$ cat src/rtl/bfrs_pkg.sv
// Shared constants and types for the bitmap free-run scanner.
package bfrs_pkg;

  localparam int unsigned TableBytes = 4096;
  localparam int unsigned UnitShift  = 6;

  localparam int unsigned ByteW    = 8;
  localparam int unsigned RunW     = 16;
  localparam int unsigned FreeW    = 16;
  localparam int unsigned AreaW    = 15;
  localparam int unsigned ResultW  = 22;
  localparam int unsigned BytesW   = $clog2(TableBytes + 1);
  localparam int unsigned BitCntW  = $clog2(ByteW + 1);

  // Summary of one bitmap byte, MSB first.
  typedef struct packed {
    logic               all_free;   // no used bit in the byte
    logic [BitCntW-1:0] lead;       // free bits before the first used bit
    logic [BitCntW-1:0] trail;      // free bits after the last used bit
    logic [BitCntW-1:0] zeros;      // free bits in the byte
    logic [2:0]         inner_max;  // longest run enclosed by used bits
    logic [1:0]         inner_cnt;  // runs enclosed by used bits
  } byte_info_t;

endpackage

$ cat src/rtl/bfrs_in_if.sv
// Request channel carrying bitmap bytes.
interface bfrs_in_if;
  logic                         valid;
  logic                         ready;
  logic [bfrs_pkg::ByteW-1:0]   table_byte;
  logic                         last_byte;

  modport source (output valid, output table_byte, output last_byte, input ready);
  modport sink   (input valid, input table_byte, input last_byte, output ready);
endinterface

$ cat src/rtl/bfrs_out_if.sv
// Result channel carrying the free-space summary of one table.
interface bfrs_out_if;
  logic                           valid;
  logic                           ready;
  logic [bfrs_pkg::ResultW-1:0]   largest_free;
  logic [bfrs_pkg::ResultW-1:0]   total_free;
  logic [bfrs_pkg::AreaW-1:0]     area_count;
  logic                           overflow;

  modport source (output valid, output largest_free, output total_free,
                  output area_count, output overflow, input ready);
  modport sink   (input valid, input largest_free, input total_free,
                  input area_count, input overflow, output ready);
endinterface

$ cat src/rtl/bfrs_byte_scan.sv
// Combinational run analysis of one bitmap byte.
module bfrs_byte_scan (
  input  logic [bfrs_pkg::ByteW-1:0] byte_i,
  output bfrs_pkg::byte_info_t       info_o
);
  import bfrs_pkg::*;

  logic               seen_one;
  logic [BitCntW-1:0] run;
  logic [BitCntW-1:0] lead;
  logic [BitCntW-1:0] zeros;
  logic [2:0]         inner_max;
  logic [1:0]         inner_cnt;

  always_comb begin
    seen_one  = 1'b0;
    run       = '0;
    lead      = '0;
    zeros     = '0;
    inner_max = '0;
    inner_cnt = '0;
    for (int i = ByteW - 1; i >= 0; i--) begin
      if (byte_i[i]) begin
        if (!seen_one) begin
          lead = run;
        end else if (run != '0) begin
          // run bounded by used bits on both sides
          inner_cnt = inner_cnt + 2'd1;
          if (run > {1'b0, inner_max}) begin
            inner_max = run[2:0];
          end
        end
        seen_one = 1'b1;
        run      = '0;
      end else begin
        run   = run + BitCntW'(1);
        zeros = zeros + BitCntW'(1);
      end
    end
    if (!seen_one) begin
      lead = run;
    end
  end

  assign info_o.all_free  = ~seen_one;
  assign info_o.lead      = lead;
  assign info_o.trail     = run;
  assign info_o.zeros     = zeros;
  assign info_o.inner_max = inner_max;
  assign info_o.inner_cnt = inner_cnt;

endmodule

$ cat src/rtl/bitmap_free_run_scanner_core.sv
// Bitmap free-run scanner: takes one bitmap byte per cycle (MSB first, 1 used,
// 0 free) and, on the byte flagged last, delivers the largest free run and the
// total free bits, both shifted left by the unit size, the number of free runs
// and an overflow flag for bytes beyond the table capacity, which are ignored.
// A byte passes an input register and a single combinational update of the
// run counters, so a new byte is taken every cycle unless a last byte waits
// there; the result is registered as the last byte leaves the input register.
// The result register holds a waiting result; only a further last byte stalls
// behind it: one byte per cycle is sustained while results are taken.
module bitmap_free_run_scanner_core (
  input  logic          clk_i,
  input  logic          rst_ni,
  bfrs_in_if.sink       in_i,
  bfrs_out_if.source    out_o
);
  import bfrs_pkg::*;

  // input register
  logic             s1_valid_q;
  logic [ByteW-1:0] s1_byte_q;
  logic             s1_last_q;
  logic             s1_adv;
  logic             out_free;

  // scan state
  logic [RunW-1:0]   cur_run_q, cur_run_d;
  logic [RunW-1:0]   longest_q, longest_d;
  logic [FreeW-1:0]  free_bits_q, free_bits_d;
  logic [AreaW-1:0]  runs_q, runs_d;
  logic [BytesW-1:0] bytes_q, bytes_d;
  logic              ovf_q, ovf_d;

  // result register
  logic               out_valid_q, out_valid_d;
  logic [ResultW-1:0] largest_q;
  logic [ResultW-1:0] total_q;
  logic [AreaW-1:0]   area_q;
  logic               out_ovf_q;

  byte_info_t        info;
  logic              full;
  logic [RunW-1:0]   head;
  logic [RunW-1:0]   cur_n;
  logic [RunW-1:0]   longest_n;
  logic [FreeW-1:0]  free_n;
  logic [AreaW-1:0]  runs_n;
  logic              ovf_n;
  logic [RunW-1:0]   longest_fin;
  logic [AreaW-1:0]  runs_fin;

  bfrs_byte_scan u_byte_scan (
    .byte_i (s1_byte_q),
    .info_o (info)
  );

  assign out_free  = ~out_valid_q | out_o.ready;
  assign s1_adv    = s1_valid_q & (~s1_last_q | out_free);
  assign in_i.ready = ~s1_valid_q | s1_adv;

  always_ff @(posedge clk_i or negedge rst_ni) begin
    if (!rst_ni) begin
      s1_valid_q <= 1'b0;
    end else if (in_i.ready) begin
      s1_valid_q <= in_i.valid;
    end
  end

  always_ff @(posedge clk_i) begin
    if (in_i.ready && in_i.valid) begin
      s1_byte_q <= in_i.table_byte;
      s1_last_q <= in_i.last_byte;
    end
  end

  // fold one byte into the scan state
  always_comb begin
    full      = bytes_q >= BytesW'(TableBytes);
    head      = cur_run_q + RunW'(info.lead);
    cur_n     = cur_run_q;
    longest_n = longest_q;
    free_n    = free_bits_q;
    runs_n    = runs_q;
    ovf_n     = ovf_q;
    bytes_d   = bytes_q;
    if (full) begin
      ovf_n = 1'b1;
    end else begin
      bytes_d = bytes_q + BytesW'(1);
      free_n  = free_bits_q + FreeW'(info.zeros);
      if (info.all_free) begin
        cur_n = cur_run_q + RunW'(info.zeros);
      end else begin
        // run arriving from earlier bytes closes at the first used bit
        if (head > longest_n) begin
          longest_n = head;
        end
        if (RunW'(info.inner_max) > longest_n) begin
          longest_n = RunW'(info.inner_max);
        end
        runs_n = runs_q + AreaW'(head != '0) + AreaW'(info.inner_cnt);
        cur_n  = RunW'(info.trail);
      end
    end
    // close the run left open at the end of the table
    longest_fin = longest_n;
    runs_fin    = runs_n;
    if (cur_n != '0) begin
      runs_fin = runs_n + AreaW'(1);
      if (cur_n > longest_n) begin
        longest_fin = cur_n;
      end
    end
  end

  always_comb begin
    cur_run_d   = cur_run_q;
    longest_d   = longest_q;
    free_bits_d = free_bits_q;
    runs_d      = runs_q;
    ovf_d       = ovf_q;
    if (s1_adv) begin
      if (s1_last_q) begin
        cur_run_d   = '0;
        longest_d   = '0;
        free_bits_d = '0;
        runs_d      = '0;
        ovf_d       = 1'b0;
      end else begin
        cur_run_d   = cur_n;
        longest_d   = longest_n;
        free_bits_d = free_n;
        runs_d      = runs_n;
        ovf_d       = ovf_n;
      end
    end
  end

  always_ff @(posedge clk_i or negedge rst_ni) begin
    if (!rst_ni) begin
      cur_run_q   <= '0;
      longest_q   <= '0;
      free_bits_q <= '0;
      runs_q      <= '0;
      bytes_q     <= '0;
      ovf_q       <= 1'b0;
    end else begin
      cur_run_q   <= cur_run_d;
      longest_q   <= longest_d;
      free_bits_q <= free_bits_d;
      runs_q      <= runs_d;
      ovf_q       <= ovf_d;
      if (s1_adv) begin
        bytes_q <= s1_last_q ? '0 : bytes_d;
      end
    end
  end

  always_comb begin
    out_valid_d = out_valid_q;
    if (s1_adv && s1_last_q) begin
      out_valid_d = 1'b1;
    end else if (out_o.ready) begin
      out_valid_d = 1'b0;
    end
  end

  always_ff @(posedge clk_i or negedge rst_ni) begin
    if (!rst_ni) begin
      out_valid_q <= 1'b0;
    end else begin
      out_valid_q <= out_valid_d;
    end
  end

  always_ff @(posedge clk_i) begin
    if (s1_adv && s1_last_q) begin
      largest_q <= ResultW'(32'(longest_fin) << UnitShift);
      total_q   <= ResultW'(32'(free_n) << UnitShift);
      area_q    <= runs_fin;
      out_ovf_q <= ovf_n;
    end
  end

  assign out_o.valid        = out_valid_q;
  assign out_o.largest_free = largest_q;
  assign out_o.total_free   = total_q;
  assign out_o.area_count   = area_q;
  assign out_o.overflow     = out_ovf_q;

  a_bytes_bound: assert property (@(posedge clk_i) disable iff (!rst_ni)
    bytes_q <= BytesW'(TableBytes))
    else $error("byte count beyond table capacity");

  a_free_bound: assert property (@(posedge clk_i) disable iff (!rst_ni)
    free_bits_q <= {bytes_q, 3'b000})
    else $error("free bits exceed bits scanned");

  a_run_bound: assert property (@(posedge clk_i) disable iff (!rst_ni)
    cur_run_q <= free_bits_q)
    else $error("open run longer than free total");

  a_ovf_full: assert property (@(posedge clk_i) disable iff (!rst_ni)
    ovf_q |-> bytes_q == BytesW'(TableBytes))
    else $error("overflow flagged before table full");

  a_clear_after_last: assert property (@(posedge clk_i) disable iff (!rst_ni)
    s1_adv && s1_last_q |=> bytes_q == '0 && cur_run_q == '0 && out_valid_q)
    else $error("scan state not cleared after last byte");

endmodule

$ cat src/flat_wrapper.sv
// flat-port wrapper written by rule: the top's interface ports become plain ports
module bitmap_free_run_scanner_core_flat import bfrs_pkg::*;
  (clk_i, rst_ni, in_i_valid, in_i_table_byte, in_i_last_byte, in_i_ready, out_o_valid, out_o_largest_free, out_o_total_free, out_o_area_count, out_o_overflow, out_o_ready);
  bfrs_in_if in_i_i ();
  bfrs_out_if out_o_i ();
  input  logic clk_i;
  input  logic rst_ni;
  input wire logic [$bits(in_i_i.valid)-1:0] in_i_valid;
  input wire logic [$bits(in_i_i.table_byte)-1:0] in_i_table_byte;
  input wire logic [$bits(in_i_i.last_byte)-1:0] in_i_last_byte;
  output wire logic [$bits(in_i_i.ready)-1:0] in_i_ready;
  output wire logic [$bits(out_o_i.valid)-1:0] out_o_valid;
  output wire logic [$bits(out_o_i.largest_free)-1:0] out_o_largest_free;
  output wire logic [$bits(out_o_i.total_free)-1:0] out_o_total_free;
  output wire logic [$bits(out_o_i.area_count)-1:0] out_o_area_count;
  output wire logic [$bits(out_o_i.overflow)-1:0] out_o_overflow;
  input wire logic [$bits(out_o_i.ready)-1:0] out_o_ready;
  assign in_i_i.valid = in_i_valid;
  assign in_i_i.table_byte = in_i_table_byte;
  assign in_i_i.last_byte = in_i_last_byte;
  assign in_i_ready = in_i_i.ready;
  assign out_o_valid = out_o_i.valid;
  assign out_o_largest_free = out_o_i.largest_free;
  assign out_o_total_free = out_o_i.total_free;
  assign out_o_area_count = out_o_i.area_count;
  assign out_o_overflow = out_o_i.overflow;
  assign out_o_i.ready = out_o_ready;
  bitmap_free_run_scanner_core u_core (.clk_i(clk_i), .rst_ni(rst_ni), .in_i(in_i_i), .out_o(out_o_i));
endmodule
$ cat config.mk
export PLATFORM = sky130hd
export DESIGN_NAME = bitmap_free_run_scanner_core_flat
export DESIGN_NICKNAME = d
export VERILOG_FILES = /design/src/rtl/bfrs_pkg.sv /design/src/rtl/bfrs_in_if.sv /design/src/rtl/bfrs_out_if.sv /design/src/rtl/bfrs_byte_scan.sv /design/src/rtl/bitmap_free_run_scanner_core.sv /design/src/flat_wrapper.sv
export SDC_FILE = /design/constraint.sdc
export NUM_CORES = 1
export LEC_CHECK = 0
export BUFFER_PORTS_ARGS = -buffer_cell sky130_fd_sc_hd__buf_2
export CAP_MARGIN = 20
export CORE_ASPECT_RATIO = 1.75
export CORE_MARGIN = 2
export CORE_UTILIZATION = 45
export CTS_CLUSTER_DIAMETER = 150
export CTS_CLUSTER_SIZE = 24
export DETAILED_ROUTE_END_ITERATION = 8
export GPL_TIMING_DRIVEN = 0
export MAX_ROUTING_LAYER = met4
export SYNTH_ARGS = -nofsm -noshare
export SYNTH_HDL_FRONTEND = slang
export SYNTH_SLANG_ARGS = --single-unit
$ cat constraint.sdc
create_clock -name clk_i -period 9.8 [get_ports clk_i]
set_clock_uncertainty 0.15 [all_clocks]
set_input_delay 1.47 -clock clk_i [delete_from_list [all_inputs] [get_ports clk_i]]
set_output_delay 1.47 -clock clk_i [all_outputs]
set_load 0.02 [all_outputs]
==> results.yml <==
outcome:
  status: "finished, final reports clean"
grt:
  grt.overflow.total: 0
  grt_pass1_wl_um: 47310
  use_met3: 0.04121
  grt_pass1_vias: 9076
  met1_usage: 0.2642
  gr-max-usage-layer: "met2"
  track_usage: 0.2549
  grt_max_degree: 58
  antenna_found_initial: 0
  grt.met2_usage: 0.4624
synthesis:
  synth_top_family_by_area: "simple AND/OR/NAND/NOR gates"
  postSynthCellCount: 1177
  synth_mux_area_frac: 0.05444
  synthSimpleGateAreaFrac: 0.1754
  async_reset_ff_frac: 0.5809
  synth_flop_cell: "dfrtp_1"
  yosysMostFrequentCell: "nand2_1"
  synth_compound_area_frac: 0.1724
  syn_area_um2: 10550
  synth_top_cells_by_count: "nand2_1, o21ai_0, ha_1"
  ys_warn_count: 0
  synthAdderAreaFrac: 0.1056
  ys_seq_elements: 136
  yosys-top-cells-area: "dfrtp_1, edfxtp_1, ha_1"
  yosys.cell_types.count: 90
  synth-edff-count: 57
  synth_top_area_frac: 0.1874
  synth_top_area_cell: "dfrtp_1"
  synth_xor_area_frac: 0.07958
  yosysSeqAreaShare: 0.3496
  synth_area_per_cell_um2: 8.964
drt:
  drc: 0
  wire_per_inst_um: 18.85
  wl_um: 30560
  vias: 9198
  post_drt_via_cell_ratio: 5.674
  drtIter0Drc: 525
  antenna_left: 0
  dr.pass1.iters: 6
layout:
  fillers: 2178
  stdcell_area_um2: 12750
  fin_nets: 1404
  final_cells: 1621
  drive_above_1_share: 0.2065
  syn2layout_area_growth_pct: 20.86
  final_util: 0.5509
  num_antenna_cells: 0
setup_path:
  critPathTopFamily: "compound AO/OA/AOI/OAI gates"
  cp.depth: 48
  worst_ep_required_time_ps: 9920
  rrSetupSlack_ps: 290
  worstReg2RegStart: "u_core.s1_byte_q[7]"
  critical_path_arrival_ps: 9620
  worst_path_largest_cell_delay_ps: 470
  criticalPathCategory: "reg -> reg"
  cp_num_buf_inv: 7
  r2r_cells: 48
  cp-start-kind: "register"
  cpMaxStageDelayCell: "edfxtp_1"
  crit_fanout: 6
  reg2reg_to: "u_core.out_o.largest_free[20]"
  end_kind: "register"
sta:
  rsz0062_at_grt: "yes"
  finalHoldViolCount: 0
  finalCritPeriodShare: 0.9702
  setup_violations: 0
  slew_violations: 0
  timing.fmax_mhz: 105.2
  min_period_ps: 9508
  worstMarginPinSlew_ps: 1089
  fin_hold_ws_ps: 351.6
  slew-limit-headroom: 0.2716
hold_path:
  hold_path_class: "reg -> reg"
  holdPathEnd: "u_core.free_bits_q[0]"
  hp-start: "u_core.free_bits_q[0]"
  hold_depth: 2
die:
  fp.dieH_um: 206.6
  core_area_um2: 23150
  design.die.area_um2: 24730
  core.rowCount: 74
  num_io_pins: 75
  initial_core_util: 0.4558
  dieWidth_um: 119.7
clock_tree:
  cts-buffers-inserted: 17
  clk_latency_ps: 440
  ctsRootBufferMaster: "clkbuf_16"
  ctsHoldBuffers: 0
  cts_sinks: 136
  htree_levels: 4
  clock_path_buffers: 2
  cts_tree: "done"
  cts.clk_slew.worst_paths_ps: 60
place:
  gp_congestion: 0.9457
  dp_hpwl_um: 22690
  io_buffers: 62
  place_area_um2: 11310
  dp_cells: 1555
pwr:
  p_per_area_nw_per_um2: 201.9
  power.leakage_nw: 5.602
  ir_drop_mv: 0.1518
  finalPower_w: 0.002575
job:
  max_cap_viol_count: 0
worst max-delay path by stage:
stage	to	from	slack [ps]
6_report	u_core.out_o.largest_free[20]	u_core.s1_byte_q[7]	290
5_1_grt	u_core.out_o.largest_free[20]	u_core.s1_byte_q[7]	-100
4_1_cts	u_core.out_o.largest_free[6]	u_core.s1_byte_q[7]	10
3_5_place_dp	u_core.out_o.largest_free[18]	u_core.s1_byte_q[6]	-1080
3_3_place_gp	u_core.out_o.largest_free[6]	u_core.s1_byte_q[6]	-950
2_1_floorplan	u_core.out_o.largest_free[6]	u_core.s1_byte_q[6]	240
state kept, by name, indices dropped and copies added, names as in the netlist, 8 cells and up:
| signal | count |
|---|---|
| u_core.bytes_q | 13 |
| u_core.cur_run_q | 16 |
| u_core.free_bits_q | 16 |
| u_core.longest_q | 16 |
| u_core.out_o.area_count | 15 |
| u_core.out_o.largest_free | 16 |
| u_core.out_o.total_free | 16 |
| u_core.runs_q | 15 |
| u_core.s1_byte_q | 8 |
layout by cell type (no fill, tap or decap), types with 26 or more instances in the layout:
cell      instances
a21oi_1          39
buf_2            68
buf_4            50
clkbuf_1         32
dfrtp_1          79
edfxtp_1         57
ha_1             65
inv_1            74
nand2_1         132
nand3_1          34
nor2_1           66
o21ai_0          78
o22ai_1          26
xnor2_1          59
xor2_1           33
power by group:
group	total [W]	internal [W]	leakage, nW	switching (W)
Combinational	0.00116	0.000481	3.67	0.000679
Clock	0.000671	0.000421	0.298	0.000250
Sequential	0.000744	0.000705	1.64	0.0000389
tightest hold or removal path: stages, from the launching register on:
cell,delay (ps)
dfrtp_1,360
nand2_1,50
nand2_1,50
routing by layer:
metal,up-vias,share of wire
li1,4456,-
met1,4427,0.38
met2,229,0.54
met3,86,0.037
met4,0,0.045
met5,-,0
area by class of cell:
type | count | area [um^2] | share of cell area
multi-input combinational | 899 | 6785 | 0.5321
sequential | 136 | 3689 | 0.2893
timing repair buffer | 99 | 620.6 | 0.04867
clock buffer | 17 | 425.4 | 0.03336
tap | 304 | 380.4 | 0.02983
buffer | 69 | 357.8 | 0.02806
inverter | 83 | 311.5 | 0.02443
clock inverter | 14 | 181.4 | 0.01423
repair_timing:
item,in CTS,in global routing
hold endpoints to repair,0,0
pin swaps,10,44
gates resized for setup,35,78
setup buffers,15,20
cloned,0,1
endpoints found under the setup margin,16,16
cell families (layout without fill, tap and decap cells):
group                      count (synthesis)  after routing
xor gates and xnor gates                  95             95
and+or+nand+nor                          373            373
other                                      1             12
buffers and inverters                    153            282
adders and majority gates                 86             86
DFF                                      136            136
muxes                                     53             53
AOI/OAI and AO/OA                        280            280
stage by stage:
step           setup TNS (ps)  setup slack [ps]
4_1_cts                     0             12.23
6_report                    0             291.6
3_5_place_dp           -15540             -1079
2_1_floorplan               0             241.8
3_3_place_gp           -13770            -950.7
5_1_grt                 -1106            -99.92
Power figures use the tool's default switching activity.
